===== config.mk =====
export PLATFORM = sky130hd
export DESIGN_NAME = cursor_array_list
export DESIGN_NICKNAME = d
export VERILOG_FILES = /design/src/hdl/cal_pkg.sv /design/src/hdl/cal_ram.sv /design/src/hdl/cursor_array_list.sv
export SDC_FILE = /design/constraint.sdc
export NUM_CORES = 1
export LEC_CHECK = 0
export ABC_AREA = 1
export BUFFER_PORTS_ARGS = -buffer_cell sky130_fd_sc_hd__clkbuf_2
export CORE_ASPECT_RATIO = 2
export CORE_UTILIZATION = 30
export CTS_CLUSTER_SIZE = 25
export DETAILED_ROUTE_END_ITERATION = 10
export PLACE_DENSITY = 0.43
export SLEW_MARGIN = 30
export SYNTH_ARGS = -nofsm -noshare
export SYNTH_HDL_FRONTEND = slang
export SYNTH_SLANG_ARGS = --single-unit

===== constraint.sdc =====
create_clock -name aclk -period 3.2 [get_ports aclk]
set_input_delay 0.32 -clock aclk [delete_from_list [all_inputs] [get_ports aclk]]
set_output_delay 0.32 -clock aclk [all_outputs]
set_load 0.02 [all_outputs]

===== src/hdl/cal_pkg.sv =====
package cal_pkg;

    // command codes carried in s_tuser
    typedef enum logic [3:0] {
        ACT_INSERT  = 4'd0,
        ACT_REMOVE  = 4'd1,
        ACT_REPLACE = 4'd2,
        ACT_CLEAR   = 4'd3,
        ACT_BEGIN   = 4'd4,
        ACT_END     = 4'd5,
        ACT_NEXT    = 4'd6,
        ACT_PRIOR   = 4'd7,
        ACT_READ    = 4'd8
    } action_t;

    // result status carried in m_tuser
    typedef enum logic [1:0] {
        STS_DONE  = 2'd0,
        STS_FULL  = 2'd1,
        STS_EMPTY = 2'd2,
        STS_BOUND = 2'd3
    } status_t;

    typedef enum logic [2:0] {
        ST_IDLE,
        ST_SHIFT_RD,
        ST_SHIFT_WR,
        ST_WRITE,
        ST_FETCH,
        ST_LOAD
    } state_t;

    // fixed field widths of the stream words
    localparam int ACT_W     = 4;
    localparam int DATA_W    = 32;
    localparam int STS_W     = 2;
    localparam int IDXO_W    = 4;
    localparam int CNTO_W    = 5;
    localparam int LIMIT_W   = 5;
    localparam int S_TDATA_W = 32;
    localparam int M_TDATA_W = 48;

    // bit positions inside m_tdata
    localparam int M_WORD_LSB  = 0;
    localparam int M_IDX_LSB   = M_WORD_LSB + DATA_W;
    localparam int M_CNT_LSB   = M_IDX_LSB + IDXO_W;
    localparam int M_EMPTY_BIT = M_CNT_LSB + CNTO_W;
    localparam int M_FULL_BIT  = M_EMPTY_BIT + 1;
    localparam int M_USED_W    = M_FULL_BIT + 1;

    localparam logic [LIMIT_W-1:0] LIMIT_RESET = 5'd16;

endpackage


===== src/hdl/cal_ram.sv =====
module cal_ram #(
    parameter int WIDTH = 32,
    parameter int DEPTH = 16
) (
    input  logic                     aclk,
    input  logic                     wr_en,
    input  logic [$clog2(DEPTH)-1:0] wr_addr,
    input  logic [WIDTH-1:0]         wr_data,
    input  logic [$clog2(DEPTH)-1:0] rd_addr,
    output logic [WIDTH-1:0]         rd_data
);

    logic [WIDTH-1:0] mem [DEPTH];
    logic [WIDTH-1:0] rd_data_reg;

    always_ff @(posedge aclk) begin
        if (wr_en) begin
            mem[wr_addr] <= wr_data;
        end
        rd_data_reg <= mem[rd_addr];
    end

    assign rd_data = rd_data_reg;

endmodule


===== src/hdl/cursor_array_list.sv =====
// cursor_array_list: ordered list of data words with a cursor, kept in a RAM.
// Slave channel: one command word per handshake. s_tuser carries the command
// (insert, remove, replace, clear, beginning, end, next, prior, read only),
// s_tdata the data word used by insert and replace.
// Master channel: one result word per command. m_tuser carries the status,
// m_tdata the cursor word, cursor index, entry count, empty and full flags.
// cfg_wr_en / cfg_wr_data set the capacity limit; write only while idle.
//
// Timing: s_tready is high only in the idle state; the block works on one
// command at a time. All entry moves go through the single RAM port pair;
// each moved entry is read, then written back one slot over.
//   insert : shift reads and writes, then write of the new word, fetch, load
//   remove : shift reads and writes, then fetch, load
//   replace: write, fetch, load;  all other commands: fetch, load
// The block goes back to idle before the next command is taken.
//
// Reset (aresetn low, synchronous): list empty, cursor 0, limit 16, no result
// pending. RAM contents are not cleared; only entries below count are read.
// Stall: the result sits in the output register; the next command can still
// be accepted, and its result waits in the load state until m_tready.
module cursor_array_list #(
    parameter int CAPACITY  = 16,
    parameter int WORD_BITS = 32
) (
    input  logic                           aclk,
    input  logic                           aresetn,
    // configuration: capacity limit
    input  logic                           cfg_wr_en,
    input  logic [cal_pkg::LIMIT_W-1:0]    cfg_wr_data,
    // command channel
    input  logic                           s_tvalid,
    output logic                           s_tready,
    input  logic [cal_pkg::S_TDATA_W-1:0]  s_tdata,  // [31:0] data_word
    input  logic [cal_pkg::ACT_W-1:0]      s_tuser,  // [3:0] action
    // result channel
    output logic                           m_tvalid,
    input  logic                           m_tready,
    // [31:0] cursor_word, [35:32] cursor_index, [40:36] entry_count,
    // [41] list_empty, [42] list_full, [47:43] zero
    output logic [cal_pkg::M_TDATA_W-1:0]  m_tdata,
    output logic [cal_pkg::STS_W-1:0]      m_tuser   // [1:0] status
);

    localparam int IDX_W = $clog2(CAPACITY);
    localparam int CNT_W = $clog2(CAPACITY + 1);
    localparam int CMP_W = (CNT_W > cal_pkg::LIMIT_W) ? CNT_W : cal_pkg::LIMIT_W;

    cal_pkg::state_t  state_reg, state_next;
    cal_pkg::action_t act_reg, act_next;
    cal_pkg::status_t status_reg, status_next;

    logic [WORD_BITS-1:0]        word_reg, word_next;
    logic [CNT_W-1:0]            count_reg, count_next;
    logic [IDX_W-1:0]            cursor_reg, cursor_next;
    logic [IDX_W-1:0]            idx_reg, idx_next;
    logic                        up_reg, up_next;   // shift direction
    logic [cal_pkg::LIMIT_W-1:0] limit_reg;

    logic                          m_valid_reg, m_valid_next;
    logic [cal_pkg::M_TDATA_W-1:0] m_data_reg, m_data_next;
    logic [cal_pkg::STS_W-1:0]     m_user_reg, m_user_next;

    // RAM port
    logic                 ram_we;
    logic [IDX_W-1:0]     ram_waddr, ram_raddr;
    logic [WORD_BITS-1:0] ram_wdata, ram_rdata;

    // ---------------- shared flags and the index step unit ----------------
    logic [CMP_W-1:0] limit_ext, cap_ext, eff_limit, count_ext;
    logic             is_full, is_empty, at_last, out_free, shift_more, accept;
    logic [CNT_W-1:0] count_m1;
    logic [IDX_W-1:0] ins_pos, src_idx;
    cal_pkg::action_t in_act;
    logic [WORD_BITS+cal_pkg::DATA_W-1:0] in_word_wide, out_word_wide;
    logic [IDX_W+cal_pkg::IDXO_W-1:0]     out_idx_wide;
    logic [CNT_W+cal_pkg::CNTO_W-1:0]     out_cnt_wide;

    assign limit_ext = CMP_W'(limit_reg);
    assign cap_ext   = CMP_W'(CAPACITY);
    assign eff_limit = (limit_reg == '0) ? CMP_W'(1) :
                       ((limit_ext > cap_ext) ? cap_ext : limit_ext);
    assign count_ext = CMP_W'(count_reg);
    assign is_full   = (count_ext >= eff_limit);
    assign is_empty  = (count_reg == '0);
    assign count_m1  = count_reg - CNT_W'(1);
    assign at_last   = (CNT_W'(cursor_reg) == count_m1);
    assign ins_pos   = is_empty ? '0 : (cursor_reg + IDX_W'(1));

    // one adder steps the shift index up or down
    assign src_idx    = idx_reg + (up_reg ? {IDX_W{1'b1}} : IDX_W'(1));
    assign shift_more = up_reg ? (CNT_W'(idx_reg) > CNT_W'(ins_pos))
                               : ((CNT_W'(idx_reg) + CNT_W'(1)) < count_reg);

    assign accept   = s_tvalid && s_tready;
    assign out_free = !m_valid_reg || m_tready;
    assign in_act   = cal_pkg::action_t'(s_tuser);

    assign in_word_wide  = {{WORD_BITS{1'b0}}, s_tdata};
    assign out_word_wide = {{cal_pkg::DATA_W{1'b0}}, ram_rdata};
    assign out_idx_wide  = {{cal_pkg::IDXO_W{1'b0}}, cursor_reg};
    assign out_cnt_wide  = {{cal_pkg::CNTO_W{1'b0}}, count_reg};

    // ---------------- next state ----------------
    always_comb begin
        state_next = state_reg;
        unique case (state_reg)
            cal_pkg::ST_IDLE: begin
                if (accept) begin
                    state_next = cal_pkg::ST_FETCH;
                    if (in_act == cal_pkg::ACT_INSERT && !is_full) begin
                        state_next = cal_pkg::ST_SHIFT_RD;
                    end else if (in_act == cal_pkg::ACT_REMOVE && !is_empty) begin
                        state_next = cal_pkg::ST_SHIFT_RD;
                    end else if (in_act == cal_pkg::ACT_REPLACE && !is_empty) begin
                        state_next = cal_pkg::ST_WRITE;
                    end
                end
            end
            cal_pkg::ST_SHIFT_RD: begin
                if (shift_more) begin
                    state_next = cal_pkg::ST_SHIFT_WR;
                end else if (up_reg) begin
                    state_next = cal_pkg::ST_WRITE;
                end else begin
                    state_next = cal_pkg::ST_FETCH;
                end
            end
            cal_pkg::ST_SHIFT_WR: state_next = cal_pkg::ST_SHIFT_RD;
            cal_pkg::ST_WRITE:    state_next = cal_pkg::ST_FETCH;
            cal_pkg::ST_FETCH:    state_next = cal_pkg::ST_LOAD;
            cal_pkg::ST_LOAD: begin
                if (out_free) begin
                    state_next = cal_pkg::ST_IDLE;
                end
            end
            default: state_next = cal_pkg::ST_IDLE;
        endcase
    end

    // ---------------- datapath and RAM control ----------------
    always_comb begin
        act_next     = act_reg;
        status_next  = status_reg;
        word_next    = word_reg;
        count_next   = count_reg;
        cursor_next  = cursor_reg;
        idx_next     = idx_reg;
        up_next      = up_reg;
        m_valid_next = m_valid_reg && !m_tready;
        m_data_next  = m_data_reg;
        m_user_next  = m_user_reg;
        ram_we       = 1'b0;
        ram_waddr    = idx_reg;
        ram_wdata    = ram_rdata;
        ram_raddr    = cursor_reg;

        unique case (state_reg)
            cal_pkg::ST_IDLE: begin
                if (accept) begin
                    act_next    = in_act;
                    word_next   = in_word_wide[WORD_BITS-1:0];
                    status_next = cal_pkg::STS_DONE;
                    unique case (in_act)
                        cal_pkg::ACT_INSERT: begin
                            if (is_full) begin
                                status_next = cal_pkg::STS_FULL;
                            end else begin
                                idx_next = count_reg[IDX_W-1:0];
                                up_next  = 1'b1;
                            end
                        end
                        cal_pkg::ACT_REMOVE: begin
                            if (is_empty) begin
                                status_next = cal_pkg::STS_EMPTY;
                            end else begin
                                idx_next = cursor_reg;
                                up_next  = 1'b0;
                            end
                        end
                        cal_pkg::ACT_REPLACE: begin
                            if (is_empty) begin
                                status_next = cal_pkg::STS_EMPTY;
                            end
                        end
                        cal_pkg::ACT_CLEAR: begin
                            count_next  = '0;
                            cursor_next = '0;
                        end
                        cal_pkg::ACT_BEGIN: begin
                            if (is_empty) begin
                                status_next = cal_pkg::STS_EMPTY;
                            end else begin
                                cursor_next = '0;
                            end
                        end
                        cal_pkg::ACT_END: begin
                            if (is_empty) begin
                                status_next = cal_pkg::STS_EMPTY;
                            end else begin
                                cursor_next = count_m1[IDX_W-1:0];
                            end
                        end
                        cal_pkg::ACT_NEXT: begin
                            if (is_empty) begin
                                status_next = cal_pkg::STS_EMPTY;
                            end else if (at_last) begin
                                status_next = cal_pkg::STS_BOUND;
                            end else begin
                                cursor_next = cursor_reg + IDX_W'(1);
                            end
                        end
                        cal_pkg::ACT_PRIOR: begin
                            if (is_empty) begin
                                status_next = cal_pkg::STS_EMPTY;
                            end else if (cursor_reg == '0) begin
                                status_next = cal_pkg::STS_BOUND;
                            end else begin
                                cursor_next = cursor_reg - IDX_W'(1);
                            end
                        end
                        default: ;  // read only and unused codes
                    endcase
                end
            end
            cal_pkg::ST_SHIFT_RD: begin
                ram_raddr = src_idx;
                if (!shift_more && !up_reg) begin
                    // removal finished
                    if (at_last) begin
                        cursor_next = '0;
                    end
                    count_next = count_m1;
                end
            end
            cal_pkg::ST_SHIFT_WR: begin
                ram_we    = 1'b1;
                ram_waddr = idx_reg;
                ram_wdata = ram_rdata;
                idx_next  = src_idx;
            end
            cal_pkg::ST_WRITE: begin
                ram_we    = 1'b1;
                ram_wdata = word_reg;
                if (act_reg == cal_pkg::ACT_INSERT) begin
                    ram_waddr   = ins_pos;
                    cursor_next = ins_pos;
                    count_next  = count_reg + CNT_W'(1);
                end else begin
                    ram_waddr = cursor_reg;
                end
            end
            cal_pkg::ST_FETCH: begin
                ram_raddr = cursor_reg;
            end
            cal_pkg::ST_LOAD: begin
                ram_raddr = cursor_reg;  // hold so read data stays valid
                if (out_free) begin
                    m_valid_next = 1'b1;
                    m_user_next  = status_reg;
                    m_data_next  = '0;
                    m_data_next[cal_pkg::M_CNT_LSB +: cal_pkg::CNTO_W] =
                        out_cnt_wide[cal_pkg::CNTO_W-1:0];
                    m_data_next[cal_pkg::M_EMPTY_BIT] = is_empty;
                    m_data_next[cal_pkg::M_FULL_BIT]  = is_full;
                    if (!is_empty) begin
                        m_data_next[cal_pkg::M_WORD_LSB +: cal_pkg::DATA_W] =
                            out_word_wide[cal_pkg::DATA_W-1:0];
                        m_data_next[cal_pkg::M_IDX_LSB +: cal_pkg::IDXO_W] =
                            out_idx_wide[cal_pkg::IDXO_W-1:0];
                    end
                end
            end
            default: ;
        endcase
    end

    // ---------------- registers ----------------
    always_ff @(posedge aclk) begin
        if (!aresetn) begin
            state_reg   <= cal_pkg::ST_IDLE;
            count_reg   <= '0;
            cursor_reg  <= '0;
            limit_reg   <= cal_pkg::LIMIT_RESET;
            m_valid_reg <= 1'b0;
        end else begin
            state_reg   <= state_next;
            count_reg   <= count_next;
            cursor_reg  <= cursor_next;
            m_valid_reg <= m_valid_next;
            if (cfg_wr_en) begin
                limit_reg <= cfg_wr_data;
            end
        end
    end

    always_ff @(posedge aclk) begin
        act_reg    <= act_next;
        status_reg <= status_next;
        word_reg   <= word_next;
        idx_reg    <= idx_next;
        up_reg     <= up_next;
        m_data_reg <= m_data_next;
        m_user_reg <= m_user_next;
    end

    cal_ram #(
        .WIDTH (WORD_BITS),
        .DEPTH (CAPACITY)
    ) u_ram (
        .aclk    (aclk),
        .wr_en   (ram_we),
        .wr_addr (ram_waddr),
        .wr_data (ram_wdata),
        .rd_addr (ram_raddr),
        .rd_data (ram_rdata)
    );

    assign s_tready = (state_reg == cal_pkg::ST_IDLE);
    assign m_tvalid = m_valid_reg;
    assign m_tdata  = m_data_reg;
    assign m_tuser  = m_user_reg;

endmodule


=== Word-level counts from Yosys, hierarchy flattened ===
Memories as Yosys holds them, arrays and structs flattened. A register that Yosys moved wholly into a read port is not among the register bits.
Cells that the tools add are included.

* Memories: 1
* Output and inout port bits: 52
* RAM bits: 512
* Bits in registers: 106
* Input bits: 46

{| class="wikitable"
|+ Memories
! memory !! depth !! bits a word !! read ports !! clocked after Yosys merged registers in !! wr ports !! line !! text
|-
| u_ram.mem || 16 || 32 || 1 || 1 || 1 || cal_ram.sv:13 || <nowiki>logic [WIDTH-1:0] mem [DEPTH];</nowiki>
|}

* Add/subtract/negate cells: 6
* $lt $le $gt $ge: 4
* Mux-type cells: 53
* Reduce and logical (&&, ||, !) cells: 31
* Eq/ne operators: 31

{| class="wikitable"
|+ Operator list
! operator !! count
|-
| 4-bit 2-to-1 mux || 17
|-
| 32-bit 2-to-1 mux || 1
|-
| 5-bit 2-to-1 mux || 6
|-
| 3-bit inequality test, second input constant || 8
|-
| 3-bit 2-to-1 mux || 7
|-
| 4-bit case mux with 5 select lines || 1
|-
| 3-bit case mux with 6 select lines || 1
|-
| 4-bit by 3-bit equality test with 1-bit output, second input constant || 4
|-
| 4-bit case mux with 2 select lines || 2
|-
| 5-bit case mux with 3 select lines || 1
|-
| 5-bit AND reduction || 3
|-
| 4-bit zero test || 3
|-
| 2-bit inequality test, second input constant || 6
|-
| 4-bit case mux with 3 select lines || 1
|-
| 11-bit AND reduction || 1
|-
| 5-bit zero test || 2
|-
| 2-bit 2-to-1 mux || 5
|-
| 1-bit 2-to-1 mux || 9
|-
| 4-bit by 2-bit equality test with 1-bit output, second input constant || 2
|-
| 2-bit case mux with 4 select lines || 1
|-
| 3-bit by 2-bit equality test with 1-bit output, second input constant || 2
|-
| 3-bit equality test, second input constant || 2
|-
| 1-bit logical AND || 6
|-
| 1-bit zero test || 6
|-
| other kinds (24) || 28
|}

=== Depth between registers and ports, before layout ===
Gate-level depths: netlist of the first run.

* Depth after elaboration: 9
* Gate-level depth with buffers: 15
* Gate-level depth less buffers: 15

=== Cells and area by module ===
A second synthesis of the first run with hierarchy kept.

* Cell total of the unflattened synthesis: 2713
* Area total of the unflattened synthesis: 28137.0 sq um

{| class="wikitable"
|+ Modules (own cells, without submodules)
! module !! cells an instance !! sequential area each (sq um) !! times used !! area each (sq um)
|-
| cal_ram || 2120 || 16015.4 || 1 || 22730.6
|-
| cursor_array_list || 593 || 3002.9 || 1 || 5406.4
|}

=== Worst setup path after synthesis of the first run ===
OpenSTA, ideal clock, no wires.

* Path type: register to register
* Start: register state_reg[1]
* End: register m_data_reg, in the netlist m_tdata[0] (enable)
* Buffers on the path: 1
* Slack: -0.228 ns
* Cell stages (with the launch flop): 5
* Required time: 2.737 ns
* Clock period less this slack: 3.428 ns
* Data arrival time: 2.965 ns
* Cell sequence: dfxtp_1 -> buf_2 -> nor3_1 -> inv_1 -> a21oi_1

* Longest elaborated chain between the ends: 2

{| class="wikitable"
|+ RTL lines
! what !! line !! text
|-
| from (decl) || cursor_array_list.sv:48 || <nowiki>cal_pkg::state_t state_reg, state_next;</nowiki>
|-
| from (signal assigned) || cursor_array_list.sv:280 || <nowiki>state_reg <= cal_pkg::ST_IDLE;</nowiki>
|-
| from (signal assigned) || cursor_array_list.sv:286 || <nowiki>state_reg <= state_next;</nowiki>
|-
| 3-bit equality test || cursor_array_list.sv:157 || <nowiki>unique case (state_reg)</nowiki>
|-
| 2-bit AND reduction (no line) || - ||
|-
| to (signal assigned) || cursor_array_list.sv:302 || <nowiki>m_data_reg <= m_data_next;</nowiki>
|-
| to (decl) || cursor_array_list.sv:60 || <nowiki>logic [cal_pkg::M_TDATA_W-1:0] m_data_reg, m_data_next;</nowiki>
|}

Every way passes these cells.
A chain may end at the register's enable or synchronous reset.

=== Final worst setup path of the first run ===
* Start: register idx_reg[0]
* End: register u_ram.rd_data_reg[30], in the netlist u_ram.rd_data[30], read port of u_ram.mem

* Longest elaborated chain between the ends: 2

{| class="wikitable"
|+ RTL lines
! what !! line !! text
|-
| from (decl) || cursor_array_list.sv:55 || <nowiki>logic [IDX_W-1:0] idx_reg, idx_next;</nowiki>
|-
| from (signal assigned) || cursor_array_list.sv:300 || <nowiki>idx_reg <= idx_next;</nowiki>
|-
| 4-bit adder || cursor_array_list.sv:90 || <nowiki>assign src_idx = idx_reg + (up_reg ? {IDX_W{1'b1}} : IDX_W'(1));</nowiki>
|-
| 4-bit 2-to-1 mux || cursor_array_list.sv:157 ||
|-
| to (decl) || cal_ram.sv:14 || <nowiki>logic [WIDTH-1:0] rd_data_reg;</nowiki>
|}

Every way passes these cells.

==> results.md, run 1 <==
- Status: complete, no violations
- First-pass GRT wire length: 113100 um
- Syn Area/Cell: 12.30 sq um
- Row Count: 153
- Async S/R FF share, synth: 0%
- Power per Cell Area: 893.5 nW/um^2
- R2R Path End: u_ram.rd_data[30]$_DFF_P_
- CP startpoint: idx_reg[0]$_DFFE_PP_
- R2R depth: 9
- CORE AREA: 86720 sq um
- Unrepaired setup endpoints after global routing: no
- Worst min-delay path class: input pin to flop
- Max Buffers Root-to-Sink: 3
- Overall Power: 28.18 mW
- Final Hold Slack: 0.04080 ns
- Minimum clock period: 3.064 ns
- Max FFs per register: 512
- Critical-path top delay cell: edfxtp_1
- Max cap viols: 0
- Placed insts: 3378
- Worst setup margin: 0.1361 ns
- Commonest non-fill, non-tap cell in the layout: edfxtp_1
- Port Buf Inserts: 92
- P_leak: 10.88 nW
- Fin Setup TNS: 0 ns
- Critical path fanouts, max: 155
- Synth area leader: edfxtp_1
- Most flop-heavy register: u_ram.mem
- Post_cts resized: 0
- Number of flops mapped to enable cells by yosys: 600
- Critical R2R Launch: idx_reg[0]$_DFFE_PP_
- Clock latency on the worst-skew pair: 0.67 ns
- Vias in the first global route: 17270
- Number of vias per cell: 4.812
- Area share of the largest cell type after synthesis: 68.62%
- Slew @ Worst Pin: 0.8643 ns
- Critical path class: flop to flop
- XOR/XNOR Fraction of Synth Area: 0.2668%
- Multiplexer share of the synthesized area: 0%
- Critical path data arrival time: 3.67 ns
- Adder-Cell Fraction of Synth Area: 1.125%
- Fin. Hold Viols: 0
- Fin cells: 3539
- Die W: 211.2 um
- First-pass DRT Iterations: 7
- Final #Nets: 2393
- Cts-stage hold buffer count: 45
- Total global routing overflow: 0
- Die H: 420.4 um
- CTS tree: done
- Synth Register Bits: 650
- WP depth: 9
- Initial antenna violation count: 1
- Post-Place Cell Area: 29090 sq um
- Synth top area cells: edfxtp_1 69%, nor2_1 5.7%, o211ai_1 4.8%
- Number of antenna diodes: 0
- Final Core Density: 36.36%
- Crit path cell chain: fa_1, nand2_1, o21ai_4, inv_6, buf_12, o211ai_1, o211ai_1, nand3_1, nand2_1
- HP Start: cfg_wr_en
- Die area: 88780 sq um
- Synth Area in Simple Gates: 10.96%
- Clock sink total: 650
- Buf/Inv on CP: 2
- Worst EP required: 3.81 ns
- Root Buffer: clkbuf_16
- Total CTS buffers: 61
- Largest net degree at the start of global routing: 156
- Upper clock frequency limit: 326.4 MHz
- Routed length per instance: 21.80 um
- GPL Wtd Cong: 0.8949
- Clock transition at path regs: 0.07 ns
- Reg-to-reg slack, setup: 0.14 ns
- Mapped Cells: 2135
- Post-route design area: 31540 sq um
- H-tree levels: 2
- Crit path max-delay family: compound AO/OA/AOI/OAI gates
- Largest family of logic cells by synthesized area: compound AO/OA/AOI/OAI gates
- Vias: 17030
- Detailed Route Iter0 Violations: 1219
- Type of origin of the critical path: flop
- Starting Density: 30.28%
- DRC: 0
- Compound-Gate Fraction of Synth Area: 11.09%
- Setup bufs post-CTS: 0
- Most frequent cells in the layout: 600 x edfxtp_1, 380 x nor2_1, 200 x nand2_1
- Slowest cell delay on critical path: 0.62 ns
- I/O pin count: 98
- Final ANT Viol Nets: 0
- Area Overhead vs Synth: 20.10%
- Routed WL: 77140 um
- Setup violators final: 0
- Worst setup path end: u_ram.rd_data[30]$_DFF_P_
- Dpl ws: 0.2166 ns
- Post-synthesis sequential area ratio: 72.43%
- Post-synth top flop: edfxtp_1
- Post-synth cell types: 41
- Layout Skew: 0.03131 ns
- GR Util All Layers: 17.40%
- Layout cells sized above 1: 14.01%
- Warnings, synthesis: 0
- Setup crit end kind: flop
- Relative slew slack: 42.38%
- Slew Limit Fails: 0
- Post-DP HPWL: 45460 um
- Max rail drop VDD: 568.3 uV
- Final period util: 95.75%
- Cell Area, Synth: 26260 sq um
-- cells in the mapped netlist (all sizes together), types with 22 or more instances --
| master | instances |
|---|---|
| a21oi | 28 |
| buf | 72 |
| clkbuf | 52 |
| dfxtp | 50 |
| edfxtp | 600 |
| ha | 22 |
| inv | 126 |
| nand2 | 202 |
| nand3 | 96 |
| nor2 | 398 |
| o211ai | 168 |
| o21ai | 281 |
-- worst register-to-register path: cells and delay by family, from the launching register on --
kind / cells / cell delay (ns)
compound gates: 3 / 0.87
flops: 1 / 0.62
fa+ha+maj: 1 / 0.60
buf+inv: 2 / 0.59
simple gates: 3 / 0.34
-- report_power, final --
group / switching [mW] / internal, mW
clock network: 3.40 / 3.98
registers: 0.243 / 10.9
logic: 6.82 / 2.80
-- logic make-up (layout without fill, tap and decap cells) --
| group | Yosys count | count (layout) |
|---|---|---|
| other | 1 | 5 |
| AND/OR/NAND/NOR | 715 | 715 |
| adder cells (fa/ha/maj) | 23 | 23 |
| XOR/XNOR | 8 | 8 |
| buffers and inverters | 250 | 488 |
| flip-flops | 650 | 650 |
| AO/OA/AOI/OAI | 488 | 488 |
-- worst min path at each step --
stage / slack [ns] / depth (start not counted) / end
global placement: 0.41 / 0 / m_tuser[1]$_DFFE_PP_
CTS: 0.003 / 3 / limit_ext[1]$_SDFFE_PN0P_
detailed placement: 0.41 / 0 / m_tuser[0]$_DFFE_PP_
floorplan: 0.40 / 0 / m_tuser[0]$_DFFE_PP_
finish: 0.04 / 3 / limit_ext[1]$_SDFFE_PN0P_
global route: 0.06 / 3 / limit_ext[3]$_SDFFE_PN0P_
-- layout make-up --
type / instances / area [sq um]
clock buffer: 70 / 1580
clock inverter: 46 / 416.7
fill: 8395 / 55180
inverter: 126 / 478.0
multi-input combinational: 1239 / 6346
sequential: 650 / 19020
tap: 1162 / 1454
timing repair buffer: 246 / 2242
-- metal layers --
metal  wire [um]  vias up  GRT usage [%]
li1            -     8043              -
met1       30260     8453          19.71
met2       41590      404          32.97
met3        2725      131          1.924
met4        2565        0          6.485
met5           0        -              0
Power figures use the tool's default switching activity.
==> run 2: changes to the inputs <==
==> constraint.sdc (replaced) <==
create_clock -name aclk -period 3.2 [get_ports aclk]
set_input_delay 0.48 -clock aclk [delete_from_list [all_inputs] [get_ports aclk]]
set_output_delay 0.48 -clock aclk [all_outputs]
set_load 0.02 [all_outputs]
==> results.md, run 2 (synthesized netlist as in run 1, its figures left out) <==
- Status: complete, no violations
- Total global routing overflow: 0
- Upper clock frequency limit: 351.7 MHz
- Met1 Use GR: 20.02%
- Max FFs per register: 512
- Slowest cell delay on critical path: 0.55 ns
- Clock transition at path regs: 0.08 ns
- Port Buf Inserts: 92
- Starting Density: 30.28%
- Fin. Hold Viols: 0
- Fin cells: 3541
- First-pass GRT wire length: 113700 um
- Layout Skew: 0.02976 ns
- Power per Cell Area: 915.8 nW/um^2
- Number of vias per cell: 4.809
- Relative slew slack: 45.56%
- Total CTS buffers: 61
- Critical path data arrival time: 3.44 ns
- Clock latency on the worst-skew pair: 0.67 ns
- Die W: 211.2 um
- GR Util All Layers: 17.47%
- Critical path class: flop to flop
- H-tree levels: 2
- Minimum clock period: 2.843 ns
- CORE AREA: 86720 sq um
- Placed insts: 3393
- HP Start: cfg_wr_data[4]
- Slew Limit Fails: 0
- Layout cells sized above 1: 14.67%
- Worst EP required: 3.80 ns
- Gr busiest metal: met2
- Number of antenna diodes: 0
- Initial antenna violation count: 0
- Row Count: 153
- Commonest non-fill, non-tap cell in the layout: edfxtp_1
- Vias: 17030
- Slew @ Worst Pin: 0.8166 ns
- Vias in the first global route: 17290
- Max cap viols: 0
- R2R Path End: u_ram.rd_data[6]$_DFF_P_
- Setup violators final: 0
- Critical-path top delay cell: fa_1
- Most flop-heavy register: u_ram.mem
- GPL Wtd Cong: 0.8778
- Final ANT Viol Nets: 0
- Max Buffers Root-to-Sink: 3
- Type of origin of the critical path: flop
- Largest net degree at the start of global routing: 155
- I/O pin count: 98
- Grt met3 use: 1.954%
- Die H: 420.4 um
- R2R depth: 9
- Critical path fanouts, max: 154
- Worst setup path end: u_ram.rd_data[6]$_DFF_P_
- Max rail drop VDD: 769.7 uV
- Post-DP HPWL: 46050 um
- Most frequent CP cell: nand2_1
- Fin Setup TNS: 0 ns
- Detailed Route Iter0 Violations: 1277
- Final Hold Slack: 0.05703 ns
- Area Overhead vs Synth: 20.92%
- Final period util: 88.86%
- Clock sink total: 650
- Critical R2R Launch: idx_reg[0]$_DFFE_PP_
- Setup bufs post-CTS: 0
- First-pass DRT Iterations: 5
- M2 GR Usage: 32.99%
- CTS tree: done
- Most frequent cells in the layout: 600 x edfxtp_1, 380 x nor2_1, 200 x nand2_1
- DRC: 0
- Unrepaired setup endpoints after global routing: no
- Worst min-delay path class: input pin to flop
- Final #Nets: 2397
- Reg-to-reg slack, setup: 0.36 ns
- Routed length per instance: 21.76 um
- Root Buffer: clkbuf_16
- Die area: 88780 sq um
- Routed WL: 77050 um
- CP startpoint: idx_reg[0]$_DFFE_PP_
- P_leak: 11.00 nW
- Setup crit end kind: flop
- Crit path cell chain: fa_1, nand2_1, o21ai_4, inv_6, buf_12, o21ai_0, o211ai_1, nand3_1, nand2_1
## run 2: cell types whose count changed in the layout (fill, tap and decap cells not counted), sizes merged
| cell | previous run | this run |
|---|---|---|
| buf | 109 | 124 |
| bufinv | 5 | 13 |
| clkbuf | 162 | 169 |
| clkinv | 34 | 17 |
| dlygate4sd3 | 45 | 34 |
## run 2: layer usage
layer | up-vias | routed length, um | part of all wire, %
li1 | 8045 | - | -
met1 | 8493 | 30650 | 40
met2 | 368 | 41470 | 54
met3 | 121 | 2447 | 3.2
met4 | 0 | 2486 | 3.2
met5 | - | 0 | 0
## run 2: how the worst min path moves through the flow
stage	cells after the start	to
after CTS	3	limit_ext[0]$_SDFFE_PN0P_
final	3	limit_ext[4]$_SDFFE_PN1P_
after global placement	0	m_tuser[1]$_DFFE_PP_
after detailed placement	0	m_tuser[1]$_DFFE_PP_
after floorplan	0	m_tuser[0]$_DFFE_PP_
after global routing	3	limit_ext[0]$_SDFFE_PN0P_
## run 2: metrics by stage
stage                     setup WS, ns  util [%]  total power, mW  cell area [sq um]
final                           0.3565     36.61            29.08              31750
after global placement          0.4175     33.61            21.20              29150
after global routing            0.1754     36.61            30.73              31750
after floorplan                -0.1406         -            17.30              26280
after CTS                       0.3143     36.61            29.55              31750
after detailed placement        0.3676     33.66            21.36              29190
## run 2: power breakdown
part           switching (mW)  internal [mW]  leakage (nW)  total (mW)
sequential              0.229           10.9          5.84        11.2
combinational            6.86           2.98          4.10        9.84
clock                    3.38           4.69          1.06        8.07
total                    10.5           18.6          11.0        29.1
## run 2: final cells by class
type / instances / area [sq um]
fillers: 8369 / 54970
flip-flops and latches: 650 / 19020
multi-input cells: 1239 / 6346
repair buffers: 250 / 2231
clock buffers: 77 / 1627
well taps: 1162 / 1454
clock inverters: 37 / 596.8
inverters: 126 / 478.0
## run 2: timing repair
item                                   CTS  global route
endpoints found under the hold margin   34             0
gates resized for setup                  0             0
hold buffers                            34             0
## run 2: worst max-delay path, delay by kind of cell (launching register included)
| kind | cells | cell delay, ns |
|---|---|---|
| buffers and inverters | 2 | 0.60 |
| AND/OR/NAND/NOR | 3 | 0.32 |
| adder cells (fa/ha/maj) | 1 | 0.55 |
| AO/OA/AOI/OAI | 3 | 0.58 |
| flip-flops | 1 | 0.54 |
==> run 3: changes to the inputs <==
CORE_UTILIZATION = 25   (was 30)
PLACE_DENSITY = 0.37   (was 0.43)
==> results.md, run 3 (synthesized netlist as in run 1, its figures left out) <==
- Status: complete, no violations
- Final ANT Viol Nets: 0
- R2R depth: 12
- Max rail drop VDD: 555.8 uV
- Fillers: 10440
- Area Overhead vs Synth: 22.12%
- Critical path data arrival time: 3.08 ns
- Row Count: 167
- Largest net degree at the start of global routing: 119
- Root Buffer: clkbuf_16
- Most flop-heavy register: u_ram.mem
- Routed WL: 80400 um
- Clock latency on the worst-skew pair: 0.64 ns
- Reg power frac: 37.9%
- CTS tree: done
- Setup violators final: 0
- Die W: 231.2 um
- GPL Wtd Cong: 0.8244
- Die H: 460.3 um
- Worst EP required: 3.51 ns
- Type of origin of the critical path: flop
- Most frequent cells in the layout: 600 x edfxtp_1, 380 x nor2_1, 200 x nand2_1
- I/O pin count: 98
- First-pass GRT wire length: 118800 um
- Commonest non-fill, non-tap cell in the layout: edfxtp_1
- Min-Delay Endpoint: act_reg[2]$_DFFE_PP_
- Total CTS buffers: 68
- GR Util All Layers: 15.34%
- Relative slew slack: 44.27%
- Critical R2R Launch: count_ext[0]$_SDFFE_PN0P_
- Most frequent CP cell: inv_1
- P_leak: 11.07 nW
- Clock sink total: 650
- Crit path cell chain: inv_1, ha_1, nand3_2, inv_2, nor2_1, nand2_1, o21ai_0, a21oi_1, inv_1, nand3_1, nor2_4, buf_4
- Layout cells sized above 1: 15.22%
- Routed length per instance: 21.47 um
- Critical path class: flop to flop
- Vias in the first global route: 17590
- Upper clock frequency limit: 361.1 MHz
- Slew @ Worst Pin: 0.8328 ns
- Clk network pwr share: 27.7%
- Critical path fanouts, max: 13
- Setup bufs post-CTS: 0
- Max cap viols: 0
- Switch share: 36.48%
- HP Start: s_tuser[2]
- DRC: 0
- Critical-path top delay cell: dfxtp_1
- Slew Limit Fails: 0
- H-tree levels: 3
- Slowest cell delay on critical path: 0.48 ns
- Overall Power: 29.34 mW
- Worst min-delay path class: input pin to flop
- Fin cells: 3744
- Clock transition at path regs: 0.06 ns
- Unrepaired setup endpoints after global routing: no
- Vias: 16980
- Fin Setup TNS: 0 ns
- Post-DP HPWL: 46830 um
- Combinational share of power: 34.4%
- CORE AREA: 103800 sq um
- NetSw: 10.70 mW
- Placed insts: 3587
- Layout Skew: 0.02185 ns
- Reg-to-reg slack, setup: 0.43 ns
- Final period util: 86.54%
- Die area: 106400 sq um
- First-pass DRT Iterations: 5
- P_int: 18.63 mW
- Power per Cell Area: 914.9 nW/um^2
- Initial antenna violation count: 1
- Max FFs per register: 512
- Minimum clock period: 2.769 ns
- Port Buf Inserts: 92
- Final Core Density: 30.88%
- R2R Path End: u_ram.mem[15][29]$_DFFE_PP_
- Starting Density: 25.28%
- Detailed Route Iter0 Violations: 989
- Hold Path Stages: 1
- Number of vias per cell: 4.536
- Final #Nets: 2407
- Max Buffers Root-to-Sink: 3
- Setup crit end kind: flop
- Fin. Hold Viols: 0
- Total global routing overflow: 0
-- run 3: cell types whose count changed in the layout (fill, tap and decap cells not counted), sizes merged --
cell         before  now
bufinv           13    5
buf             124  128
clkbuf          169  182
diode             0    1
clkinv           17   23
dlygate4sd3      34   33
clkinvlp          4    2
-- run 3: timing repair --
action,CTS,global route
hold endpoints to repair,33,0
hold buffers,33,0
gates resized for setup,0,0
-- run 3: power groups by stage --
stage | combinational [mW] | sequential, mW | clock, mW
detailed placement | 10.4 | 11.3 | 0
finish | 10.1 | 11.1 | 8.12
CTS | 10.4 | 11.1 | 8.45
global route | 11.3 | 11.2 | 8.72
global placement | 10.3 | 11.3 | 0
floorplan | 5.95 | 11.3 | 0
-- run 3: per-layer routing --
metal	part of all wire (%)	GRT usage (%)	vias to the layer above
li1	-	-	8077
met1	41	17.85	8459
met2	53	27.97	338
met3	3.2	2.283	110
met4	3.1	5.838	0
met5	0	0	-
-- run 3: layout make-up --
cell class / count / area, sq um / area share (%)
inverter: 126 / 478.0 / 1.490
sequential: 650 / 19020 / 59.31
antenna: 1 / 2.502 / 0.007804
timing repair buffer: 253 / 2277 / 7.101
clock buffer: 90 / 1928 / 6.013
tap: 1352 / 1692 / 5.275
multi-input combinational: 1239 / 6346 / 19.79
clock inverter: 33 / 325.3 / 1.014
-- run 3: stage by stage --
step	instance area, sq um	hold slack, ns	setup slack [ns]
finish	32070	0.06222	0.4307
global route	32070	0.03104	0.2674
CTS	32060	0.0008223	0.4523
detailed placement	29480	0.4071	0.4700
global placement	29480	0.4045	0.4754
floorplan	26280	0.4003	-0.1406
-- run 3: critical path, delay by kind of cell, from the launching register on --
family	cells	cell delay, ns
buffers and inverters	4	0.57
AO/OA/AOI/OAI	2	0.27
flip-flops	1	0.48
adder cells (fa/ha/maj)	1	0.22
AND/OR/NAND/NOR	5	0.89
-- run 3: how the worst max path moves through the flow --
stage                                         start                     endpoint  slack, ns  cells after the start
after floorplan           count_ext[0]$_SDFFE_PN0P_   u_ram.mem[11][0]$_DFFE_PP_      -0.14                     11
after global placement    count_ext[0]$_SDFFE_PN0P_  u_ram.mem[15][30]$_DFFE_PP_       0.48                     12
after detailed placement  count_ext[0]$_SDFFE_PN0P_  u_ram.mem[15][29]$_DFFE_PP_       0.47                     12
after CTS                 count_ext[0]$_SDFFE_PN0P_   u_ram.mem[15][4]$_DFFE_PP_       0.45                     12
after global routing           idx_reg[0]$_DFFE_PP_    count_ext[2]$_SDFFE_PN0P_       0.27                     13
final                     count_ext[0]$_SDFFE_PN0P_  u_ram.mem[15][29]$_DFFE_PP_       0.43                     12
